**config.mk**
```make
export PLATFORM = sky130hd
export DESIGN_NAME = xtea_out_buf
export DESIGN_NICKNAME = d
export VERILOG_FILES = /design/src/hw/rtl/xtea_block_cipher_macros.svh /design/src/hw/rtl/xtea_pkg.sv /design/src/hw/rtl/xtea_out_buf.sv
export SDC_FILE = /design/constraint.sdc
export NUM_CORES = 1
export LEC_CHECK = 0
export BUFFER_PORTS_ARGS = -buffer_cell sky130_fd_sc_hd__buf_2
export CAP_MARGIN = 25
export CORE_UTILIZATION = 50
export DETAILED_ROUTE_END_ITERATION = 12
export HOLD_SLACK_MARGIN = 0.03
export PLACE_DENSITY_LB_ADDON = 0.2
export SYNTH_ARGS = -nofsm -noshare
export SYNTH_HDL_FRONTEND = slang
export SYNTH_SLANG_ARGS = --single-unit
export TNS_END_PERCENT = 30
```
**constraint.sdc**
```tcl
create_clock -name clock -period 7.15 [get_ports clock]
set_clock_uncertainty 0.15 [all_clocks]
set_input_delay 1.43 -clock clock [delete_from_list [all_inputs] [get_ports clock]]
set_output_delay 1.43 -clock clock [all_outputs]
set_load 0.005 [all_outputs]
```
**src/hw/rtl/xtea_block_cipher_macros.svh**
```systemverilog
// Assertion macros for the XTEA block cipher RTL.
// Included by files that carry concurrent checks; no other dependencies.
`ifndef XTEA_BLOCK_CIPHER_MACROS_SVH
`define XTEA_BLOCK_CIPHER_MACROS_SVH

`ifndef ASSERT_OFF
// Same-cycle implication, sampled on the rising clock edge, off during reset.
`define XTEA_ASSERT_IMPLY(name, clk, rst, ante, cons, msg) \
   name: assert property (@(posedge clk) disable iff (rst) (ante) |-> (cons)) else $error(msg);
// Next-cycle implication, sampled on the rising clock edge, off during reset.
`define XTEA_ASSERT_NEXT(name, clk, rst, ante, cons, msg) \
   name: assert property (@(posedge clk) disable iff (rst) (ante) |=> (cons)) else $error(msg);
`else
`define XTEA_ASSERT_IMPLY(name, clk, rst, ante, cons, msg)
`define XTEA_ASSERT_NEXT(name, clk, rst, ante, cons, msg)
`endif

`endif

```
**src/hw/rtl/xtea_pkg.sv**
```systemverilog
// Shared types, constants and the round mixing function for the XTEA cipher.
// No dependencies; imported by every XTEA RTL module.
package xtea_pkg;

   localparam int unsigned WORD_W = 32;
   localparam int unsigned KEY_WORDS = 4;
   localparam int unsigned CSR_INDEX_W = 2;

   typedef logic [WORD_W-1:0] word_type;
   typedef word_type key_type [KEY_WORDS];

   // Golden-ratio step of the running sum and the shift that picks the odd round key.
   localparam word_type XT_DELTA = 32'h9E37_79B9;
   localparam int unsigned XT_KEY_SHIFT = 11;

   // Direction codes.
   localparam logic ACTION_ENCRYPT = 1'b0;
   localparam logic ACTION_DECRYPT = 1'b1;

   // Configuration register indexes.
   localparam logic [CSR_INDEX_W-1:0] CSR_KEY_WORD_0 = 2'd0;
   localparam logic [CSR_INDEX_W-1:0] CSR_KEY_WORD_1 = 2'd1;
   localparam logic [CSR_INDEX_W-1:0] CSR_KEY_WORD_2 = 2'd2;
   localparam logic [CSR_INDEX_W-1:0] CSR_KEY_WORD_3 = 2'd3;

   // One block in flight through the chain.
   typedef struct packed {
      logic     action;
      word_type first;
      word_type second;
   } slot_type;

   // One finished block.
   typedef struct packed {
      word_type first;
      word_type second;
   } result_type;

   // Occupancy of the output buffer.
   typedef struct packed {
      logic out_valid;
      logic skid_valid;
   } buf_status_type;

   function automatic word_type xt_mix(input word_type v);
      return ((v << 4) ^ (v >> 5)) + v;
   endfunction

endpackage

```
**src/hw/rtl/xtea_out_buf.sv**
```systemverilog
// Two-entry output buffer (output register plus skid register) for the XTEA chain.
// Depends on xtea_pkg; instantiated by xtea_block_cipher.
module xtea_out_buf
   import xtea_pkg::*;
(
   input  logic           clock,
   input  logic           reset,
   input  logic           push_valid,
   input  result_type     push_data,
   input  logic           pop_ready,
   output result_type     out_data,
   output buf_status_type status
);

   logic       out_valid_ff;
   logic       out_valid_in;
   logic       skid_valid_ff;
   logic       skid_valid_in;
   result_type out_data_ff;
   result_type out_data_in;
   result_type skid_data_ff;
   result_type skid_data_in;
   logic       pop;
   logic       push;

   always_comb begin
      pop           = out_valid_ff && pop_ready;
      push          = push_valid && !skid_valid_ff;
      out_valid_in  = out_valid_ff;
      skid_valid_in = skid_valid_ff;
      out_data_in   = out_data_ff;
      skid_data_in  = skid_data_ff;
      if (skid_valid_ff) begin
         // Drain the skid entry into the output register.
         if (pop) begin
            out_data_in   = skid_data_ff;
            skid_valid_in = 1'b0;
         end
      end else if (push) begin
         if (!out_valid_ff || pop) begin
            out_data_in  = push_data;
            out_valid_in = 1'b1;
         end else begin
            skid_data_in  = push_data;
            skid_valid_in = 1'b1;
         end
      end else if (pop) begin
         out_valid_in = 1'b0;
      end
   end

   always_ff @(posedge clock) begin
      if (reset) begin
         out_valid_ff  <= 1'b0;
         skid_valid_ff <= 1'b0;
      end else begin
         out_valid_ff  <= out_valid_in;
         skid_valid_ff <= skid_valid_in;
      end
   end

   always_ff @(posedge clock) begin
      out_data_ff  <= out_data_in;
      skid_data_ff <= skid_data_in;
   end

   assign out_data          = out_data_ff;
   assign status.out_valid  = out_valid_ff;
   assign status.skid_valid = skid_valid_ff;

endmodule

```
==> qor.txt <==
Endpoint, Worst Hold: out_data[14]$_DFFE_PP_
drt drc: 0
CTS tree: yes
YS warnings: 0
clk_lat worst skew: 0.50 ns
P_int: 1530 uW
critical path class: flip-flop to output port
Max Fclk: 300 MHz
TritonCTS buffer count: 17
Post-synth top flop: edfxtp_1
postcts setup bufs: 0
Setup crit start kind: flip-flop
layout cell share with drive strength beyond 1: 0.629
WP buf/inv: 1
Cell Count Post-Placement: 469
switching part of the total: 0.208
drt total wl: 8110 um
Yosys top cell area share: 0.803
RR Endpoint: out_data[49]$_DFFE_PP_
post-synthesis sequential area ratio: 0.811
R2R cell count: 3
nets@finish: 427
Worst-path clk slew: 0.06 ns
Critical Path Sink Type: output port
Die Ht: 99.8 um
I/O pin count: 134
Hold Startpoint: skid_data_ff[14]$_DFFE_PP_
max-cap viol count: 0
Min Clock Period, post-route: 3.33 ns
die width: 99.8 um
setup ws final: 3.82 ns
status: finished, final reports clean
DRT iter0 DRCs: 113
Clk pwr share: 0.464
Slew Limit Fails: 0
GRT Util Overall: 0.172
CP delay by family, top: flip-flops
via count: 2421
ys async rst share: 0
CTS Buffer Depth: 2
net switching power: 401 uW
average size of a mapped cell: 22.4 um2
crit-path max cell delay: 0.99 ns
die area: 9970 um2
worst path arrival time: 1.75 ns
Final ANT Viol Nets: 0
Worst slew margin: 0.347
Post-synth EDFFs: 128
Post-CTS Hold Fix Bufs: 0
Hold WS: 0.393 ns
crit path cell chain: buf_2
Slowest cell on crit path: dfxtp_4
register share of total power: 0.473
routability cong.: 0.719
Synth Cell Area: 4790 um2
largest net degree at the start of global routing: 71
Detailed Place HPWL: 4900 um
grt ovf: 0
P per Cell Area: 312 nW/um2
PostCTS Resize Cnt: 0
Core Box Area: 9240 um2
area leader, netlist: edfxtp_1
Leakage Power: 0.00234 uW
Hold Path Class: flip-flop to flip-flop
top post-synthesis cells by count: edfxtp_1, mux2_2, mux2_4, buf_2
Logic pwr share: 0.063
Period Utilization, post-route: 0.466
Mapped Cells: 214
First-pass DRT Iterations: 4
vias in the first global route: 2354
Root Buffer: clkbuf_8
initial antenna violation count: 0
Initial Util: 0.518
Layout Cells excl Fill: 501
final setup vio count: 0
Net Count, Synth: 282
Antenna diodes: 0
crit-path max FO: 70
Worst VDD drop: 217 uV
Least-Margin Pin Slew: 0.980 ns
RSZ-0062 raised after global routing: no
# H-tree levels: 4
Post-Route Setup TNS: 0 ns
first-pass GRT wire length: 12300 um
area delta synth->final: 29.5%
WL per Instance: 16.2 um
top-count cell post-synth: edfxtp_1
Rows: 35
Fin. Hold Viols: 0
R2R Path Start: skid_valid_ff$_SDFF_PP0_
dpl ws: 4.08 ns
Worst Hold Depth: 1
Port Buffer Count: 133
top post-synthesis cells by area: edfxtp_1, mux2_2, mux2_4
clock sinks: 130
routed vias/inst: 4.83
Power Total: 1930 uW
number of distinct library cells after synthesis: 16
Yosys reg bits: 130
R2R Setup Slk: 4.48 ns
Worst Path Required: 5.57 ns
[sequential cells by signal, indices dropped and copies added (netlist names)]
| signal | count |
|---|---|
| out_valid_ff | 1 |
| skid_valid_ff | 1 |
| skid_data_ff | 64 |
| out_data | 64 |
[how the worst max path moves through the flow]
stage                                   from                   endpoint  cells after the start
floorplan                         push_valid  skid_data_ff[0]$_DFFE_PP_                      2
global placement                  push_valid     out_data[43]$_DFFE_PP_                      4
detailed placement                push_valid     out_data[50]$_DFFE_PP_                      4
CTS                 skid_valid_ff$_SDFF_PP0_                  status[0]                      1
global route        skid_valid_ff$_SDFF_PP0_                  status[0]                      1
finish              skid_valid_ff$_SDFF_PP0_                  status[0]                      1
[routing by layer]
layer / vias to the layer above / global-route usage / routed length, um
met1: 1176 / 0.235 / 3750
li1: 1148 / - / -
met3: 7 / 0.0710 / 516
met4: 0 / 0.0713 / 70
met5: - / 0 / 0
met2: 90 / 0.244 / 3770
[power groups by stage]
stage | logic [uW] | registers (uW) | clock network [uW]
2_1_floorplan | 61.9 | 929 | 0
3_3_place_gp | 120 | 930 | 0
3_5_place_dp | 122 | 931 | 0
4_1_cts | 123 | 916 | 911
5_1_grt | 132 | 919 | 945
6_report | 121 | 915 | 897
[layout by cell type, fill, tap and decap left out, types with 2 or more instances in the layout]
cell type | netlist | final
buf_2 | 5 | 133
inv_6 | 0 | 5
mux2_4 | 6 | 6
clkinv_1 | 0 | 2
edfxtp_1 | 128 | 128
clkbuf_16 | 0 | 16
mux2_2 | 58 | 58
inv_1 | 2 | 2
buf_4 | 2 | 3
bufinv_16 | 0 | 4
[final cells by class]
cell class | instances | area [um2]
multi-input cells | 72 | 835
fillers | 639 | 3040
flip-flops and latches | 130 | 3890
repair buffers | 136 | 688
inverters | 2 | 7.51
well taps | 129 | 161
clock inverters | 15 | 204
clock buffers | 17 | 414
[logic make-up (layout without fill, tap and decap cells)]
kind of cell,Yosys count,count (layout),synth area share
AO/OA/AOI/OAI,4,4,0.00706
AND/OR/NAND/NOR,3,3,0.00575
buffers and inverters,12,170,0.0186
flip-flops,130,130,0.811
multiplexers,65,65,0.157
[metrics by stage]
stage	area, um2	utilization
floorplan	4790	-
global placement	5580	0.604
detailed placement	5580	0.604
CTS	6200	0.671
global route	6200	0.671
finish	6200	0.671
No activity file was read; power rests on OpenSTA's default activity.
