$ cat src/hw/rtl/xtea_block_cipher_macros.svh
// Assertion macros for the XTEA block cipher RTL.
// Included by files that carry concurrent checks; no other dependencies.
`ifndef XTEA_BLOCK_CIPHER_MACROS_SVH
`define XTEA_BLOCK_CIPHER_MACROS_SVH

`ifndef ASSERT_OFF
// Same-cycle implication, sampled on the rising clock edge, off during reset.
`define XTEA_ASSERT_IMPLY(name, clk, rst, ante, cons, msg) \
   name: assert property (@(posedge clk) disable iff (rst) (ante) |-> (cons)) else $error(msg);
// Next-cycle implication, sampled on the rising clock edge, off during reset.
`define XTEA_ASSERT_NEXT(name, clk, rst, ante, cons, msg) \
   name: assert property (@(posedge clk) disable iff (rst) (ante) |=> (cons)) else $error(msg);
`else
`define XTEA_ASSERT_IMPLY(name, clk, rst, ante, cons, msg)
`define XTEA_ASSERT_NEXT(name, clk, rst, ante, cons, msg)
`endif

`endif

$ cat src/hw/rtl/xtea_pkg.sv
// Shared types, constants and the round mixing function for the XTEA cipher.
// No dependencies; imported by every XTEA RTL module.
package xtea_pkg;

   localparam int unsigned WORD_W = 32;
   localparam int unsigned KEY_WORDS = 4;
   localparam int unsigned CSR_INDEX_W = 2;

   typedef logic [WORD_W-1:0] word_type;
   typedef word_type key_type [KEY_WORDS];

   // Golden-ratio step of the running sum and the shift that picks the odd round key.
   localparam word_type XT_DELTA = 32'h9E37_79B9;
   localparam int unsigned XT_KEY_SHIFT = 11;

   // Direction codes.
   localparam logic ACTION_ENCRYPT = 1'b0;
   localparam logic ACTION_DECRYPT = 1'b1;

   // Configuration register indexes.
   localparam logic [CSR_INDEX_W-1:0] CSR_KEY_WORD_0 = 2'd0;
   localparam logic [CSR_INDEX_W-1:0] CSR_KEY_WORD_1 = 2'd1;
   localparam logic [CSR_INDEX_W-1:0] CSR_KEY_WORD_2 = 2'd2;
   localparam logic [CSR_INDEX_W-1:0] CSR_KEY_WORD_3 = 2'd3;

   // One block in flight through the chain.
   typedef struct packed {
      logic     action;
      word_type first;
      word_type second;
   } slot_type;

   // One finished block.
   typedef struct packed {
      word_type first;
      word_type second;
   } result_type;

   // Occupancy of the output buffer.
   typedef struct packed {
      logic out_valid;
      logic skid_valid;
   } buf_status_type;

   function automatic word_type xt_mix(input word_type v);
      return ((v << 4) ^ (v >> 5)) + v;
   endfunction

endpackage

$ cat src/hw/rtl/xtea_cell.sv
// One half-round cell of the XTEA chain: updates one block word per stage.
// Depends on xtea_pkg; instantiated in a row by xtea_block_cipher.
module xtea_cell
   import xtea_pkg::*;
#(
   parameter int unsigned CYCLES = 32,
   parameter int unsigned STAGE  = 0
) (
   input  logic     clock,
   input  logic     reset,
   input  logic     advance,
   input  key_type  key,
   input  logic     in_valid,
   input  slot_type in_slot,
   output logic     out_valid,
   output slot_type out_slot
);

   localparam int unsigned ROUND = STAGE / 2;
   localparam bit          EVEN  = (STAGE % 2) == 0;

   // Sums seen by this half-round, fixed per stage for each direction.
   localparam int unsigned ENC_MULT = EVEN ? ROUND : ROUND + 1;
   localparam int unsigned DEC_MULT = EVEN ? CYCLES - ROUND : CYCLES - ROUND - 1;
   localparam logic [63:0] ENC_PROD = 64'(ENC_MULT) * 64'(XT_DELTA);
   localparam logic [63:0] DEC_PROD = 64'(DEC_MULT) * 64'(XT_DELTA);
   localparam word_type    ENC_SUM  = ENC_PROD[WORD_W-1:0];
   localparam word_type    DEC_SUM  = DEC_PROD[WORD_W-1:0];
   localparam logic [1:0]  ENC_IDX  = EVEN ? ENC_SUM[1:0] : 2'(ENC_SUM >> XT_KEY_SHIFT);
   localparam logic [1:0]  DEC_IDX  = EVEN ? 2'(DEC_SUM >> XT_KEY_SHIFT) : DEC_SUM[1:0];

   logic     valid_ff;
   slot_type slot_ff;
   slot_type slot_in;
   logic     upd_first;
   word_type src_word;
   word_type dst_word;
   word_type sum_key;
   word_type feistel;
   word_type new_word;

   always_comb begin
      // Encrypt touches the first word on even stages; decrypt runs mirrored.
      upd_first = (in_slot.action == ACTION_ENCRYPT) == EVEN;
      src_word  = upd_first ? in_slot.second : in_slot.first;
      dst_word  = upd_first ? in_slot.first : in_slot.second;
      sum_key   = (in_slot.action == ACTION_DECRYPT) ? DEC_SUM + key[DEC_IDX]
                                                     : ENC_SUM + key[ENC_IDX];
      feistel   = xt_mix(src_word) ^ sum_key;
      new_word  = (in_slot.action == ACTION_DECRYPT) ? dst_word - feistel
                                                     : dst_word + feistel;
      slot_in        = in_slot;
      if (upd_first) begin
         slot_in.first = new_word;
      end else begin
         slot_in.second = new_word;
      end
   end

   always_ff @(posedge clock) begin
      if (reset) begin
         valid_ff <= 1'b0;
      end else if (advance) begin
         valid_ff <= in_valid;
      end
   end

   always_ff @(posedge clock) begin
      if (advance) begin
         slot_ff <= slot_in;
      end
   end

   assign out_valid = valid_ff;
   assign out_slot  = slot_ff;

endmodule

$ cat config.mk
export PLATFORM = sky130hd
export DESIGN_NAME = xtea_cell
export DESIGN_NICKNAME = d
export VERILOG_FILES = /design/src/hw/rtl/xtea_block_cipher_macros.svh /design/src/hw/rtl/xtea_pkg.sv /design/src/hw/rtl/xtea_cell.sv
export SDC_FILE = /design/constraint.sdc
export NUM_CORES = 1
export LEC_CHECK = 0
export BUFFER_PORTS_ARGS = -buffer_cell sky130_fd_sc_hd__buf_2
export CORE_ASPECT_RATIO = 1.4
export CORE_MARGIN = 4
export CORE_UTILIZATION = 54
export DETAILED_ROUTE_END_ITERATION = 8
export GPL_ROUTABILITY_DRIVEN = 0
export GPL_TIMING_DRIVEN = 0
export PLACE_DENSITY_LB_ADDON = 0.2
export SYNTH_ARGS = -nofsm -noshare
export SYNTH_HDL_FRONTEND = slang
export SYNTH_SLANG_ARGS = --single-unit
$ cat constraint.sdc
create_clock -name clock -period 9.9 [get_ports clock]
set_input_delay 1.98 -clock clock [delete_from_list [all_inputs] [get_ports clock]]
set_output_delay 1.98 -clock clock [all_outputs]
set_load 0.01 [all_outputs]
==> results.py <==
metrics = {
    "synthesis": {
        "synth_area_leaders": "edfxtp_1 (22%), xnor2_1 (9.6%), ha_1 (9.2%)",
        "post_synth_fa_ha_maj_area_fraction": 0.0972,
        "synth_compound_gate_area_share": 0.239,
        "synth.ff_latch_count": 66,
        "synth_simple_gate_area_frac": 0.190,
        "async_reset_ff_frac": 0,
        "synth.avg_cell_area_um2": 8.46,
        "dominant_cell_type_by_area_after_synthesis": "edfxtp_1",
        "post_synth_mux_area_share": 0.0637,
        "synthDominantCellAreaShare": 0.220,
        "mapped_cells": 1050,
        "synth-seq-area-share": 0.222,
        "synth_commonest_cells": "xnor2_1 (97), a21oi_1 (85), nand2_1 (83)",
        "netlist_area_mm2": 0.00888,
        "dominant_combinational_cell_family_by_area_after_synthesis": "compound AO/OA/AOI/OAI gates",
        "syn-num-nets": 1314,
        "synth_edf_count": 65,
        "synth_xor_xnor_area_share": 0.152,
        "flip_flop_cell_with_the_highest_count_after_synthesis": "edfxtp_1",
        "ys.warnings.count": 0,
        "yosys.cell_count.top_type": "xnor2_1",
        "netlist-cell-type-count": 91,
    },
    "finish": {
        "fraction_of_layout_cells_with_a_size_suffix_above_1": 0.244,
        "syn2layout_area_growth_pct": 18.7,
        "layout_filler_cell_count": 1410,
        "final_net_count": 1522,
    },
    "run_status": {
        "outcome": "finished clean",
    },
    "sta": {
        "maxClockFrequency_ghz": 0.105,
        "finClkSkew_ns": 0,
        "finalHoldViolCount": 0,
        "timing.final.crit_period_ns": 9.53,
        "setup_viol": 0,
        "drv_slew": 0,
        "slew_headroom": 0.454,
        "part_of_the_cycle_the_worst_path_needs": 0.962,
        "fin_ws_ns": 0.374,
        "timing_worst_slew_pin_value_ns": 0.820,
    },
    "setup_path": {
        "kind_of_start_point_of_the_critical_path": "primary input",
        "timing.critical_path.to_type": "register",
        "cp.required_ns": 10.07,
        "crit_type": "in -> reg",
        "worstSetupStartpoint": "in_slot[64]",
        "path_delay_family": "compound AO/OA/AOI/OAI gates",
        "timing.critical_path.arrival_ns": 9.69,
        "critical_path.slowest_cell": "or4_1",
        "cp_slowest_stage_delay_ns": 0.55,
        "crit_buf_inv": 9,
        "r2r_start": "out_valid$_SDFFE_PP0P_",
        "critPathMaxFanout": 19,
    },
    "floorplanning": {
        "die_span_x_um": 116,
        "boundaryPins": 263,
        "die-height_um": 160,
        "floorplan.core_area_mm2": 0.0162,
        "floorplan.initialDensity": 0.549,
        "placement_rows": 55,
        "floorplan.die_area_mm2": 0.0186,
    },
    "drt": {
        "routed_wl_um": 25900,
        "drc": 0,
        "route.vias.total": 8679,
        "initialDrtViolationCount": 542,
        "via_count_normalized_by_instance_count": 5.93,
        "detail_route.first_pass.iterations": 5,
        "ant_nets": 0,
        "drt-wirelength-per-cell_um": 17.7,
    },
    "clocking": {
        "clockBufferDepth": 2,
        "post_cts_hold_buffer_count": 0,
        "path_clk_slew_ns": 0.05,
        "clock-root-buffer": "clkbuf_16",
        "cts_inserted_buffers": 9,
        "cts_tree": "done",
        "clk-insertion-delay-late_ns": 0.33,
        "cts.sink_count": 66,
        "h-tree-depth": 3,
    },
    "place": {
        "hpwlAfterDp_um": 21200,
        "dp_slack_ns": -1.29,
        "count_of_input_and_output_buffers": 195,
    },
    "worst_hold_path": {
        "min_path_type": "reg -> reg",
        "hold_start": "out_valid$_SDFFE_PP0P_",
    },
    "power": {
        "power.ir.vdd_worst_v": 0.000178,
        "total_power_mw": 2.39,
        "leakage_power_total_nw": 4.54,
        "cellPowerDensity_mw_per_mm2": 227,
    },
    "job": {
        "max-cap-violations": 0,
    },
    "global_route": {
        "grt.overflow.total": 0,
        "maximum_number_of_pins_on_one_net_before_global_route_repair": 67,
        "combined_global_route_utilization_of_all_metal_layers": 0.272,
        "antenna_found_initial": 1,
        "grt_pass1_wl_um": 41000,
        "first_global_vias": 8413,
    },
}
## per-stage QoR
step           hold WS, ns  TNS, ns  area [um2]   util  std cells
6_report             0.494        0       10500  0.652       1463
5_1_grt              0.544  -0.0896       10500  0.652       1463
4_1_cts              0.502        0       10500  0.646       1459
3_5_place_dp         0.485   -20.18       10100  0.625       1444
3_3_place_gp         0.471   -19.57       10100  0.625       1444
2_1_floorplan        0.528        0        8880      -       1050
## worst reg2reg max path, stage by stage (launching register included)
cell     delay [ns]
dfxtp_1        0.30
mux2i_1        0.12
nor2_1         0.05
## what timing repair did
item	4_1_cts	5_1_grt
resized for setup	17	20
cloned	0	0
pin swaps	0	4
setup buffers	0	4
setup endpoints to repair	24	18
## routing by layer
| layer | vias to the layer above | part of all wire | GRT usage |
|---|---|---|---|
| met5 | - | 0 | 0 |
| met4 | 0 | 0.022 | 0.0897 |
| met3 | 40 | 0.069 | 0.0231 |
| met2 | 351 | 0.49 | 0.468 |
| met1 | 4001 | 0.42 | 0.355 |
| li1 | 4287 | - | - |
## power breakdown
part | switching (mW) | total [mW] | internal [mW]
clock | 0.115 | 0.316 | 0.201
combinational | 0.949 | 1.62 | 0.667
sequential | 0.0179 | 0.462 | 0.445
## final timing paths
kind	endpoint	slack (ns)	cells after the start
max	out_slot[63]$_DFFE_PP_	0.37	33
max reg2reg	out_valid$_SDFFE_PP0P_	9.32	2
min reg2reg	out_valid$_SDFFE_PP0P_	0.49	2
min	out_valid$_SDFFE_PP0P_	0.49	2
## area by class of cell
class | count | area, um2 | share of cell area
diodes | 1 | 2.50 | 0.000237
plain buffers | 37 | 193 | 0.0183
clock buffers | 13 | 250 | 0.0237
clock inverters | 3 | 40.0 | 0.00380
inverters | 43 | 161 | 0.0153
multi-input cells | 902 | 6670 | 0.632
flip-flops and latches | 66 | 1970 | 0.187
well taps | 199 | 249 | 0.0236
repair buffers | 199 | 1010 | 0.0957
## sequential cells by signal, summed over array words and instances, names as in the netlist
name	flops
out_slot	65
out_valid	1
## cell families after synthesis
logic type / count (synthesis)
simple gates: 315
mux: 51
xor+xnor: 149
fa+ha+maj: 68
compound gates: 319
buf+inv: 82
flops: 66
## cell usage in the layout, fill, tap and decap left out, drive strengths merged, types with 10 or more instances in the layout
cell / netlist / routed
a21boi: 10 / 10
o21a: 12 / 12
xor2: 48 / 48
buf: 17 / 215
a21o: 24 / 24
a21oi: 87 / 87
mux2: 34 / 34
and3: 10 / 10
nand3: 23 / 23
ha: 65 / 65
mux2i: 17 / 17
o21bai: 31 / 31
inv: 43 / 43
edfxtp: 65 / 65
xnor2: 99 / 99
clkbuf: 22 / 34
nor2: 74 / 74
a31oi: 17 / 17
nor3: 22 / 22
o21ai: 69 / 69
nand2: 83 / 83
nand2b: 18 / 18
nor2b: 30 / 30
No activity file was read; power rests on OpenSTA's default activity.
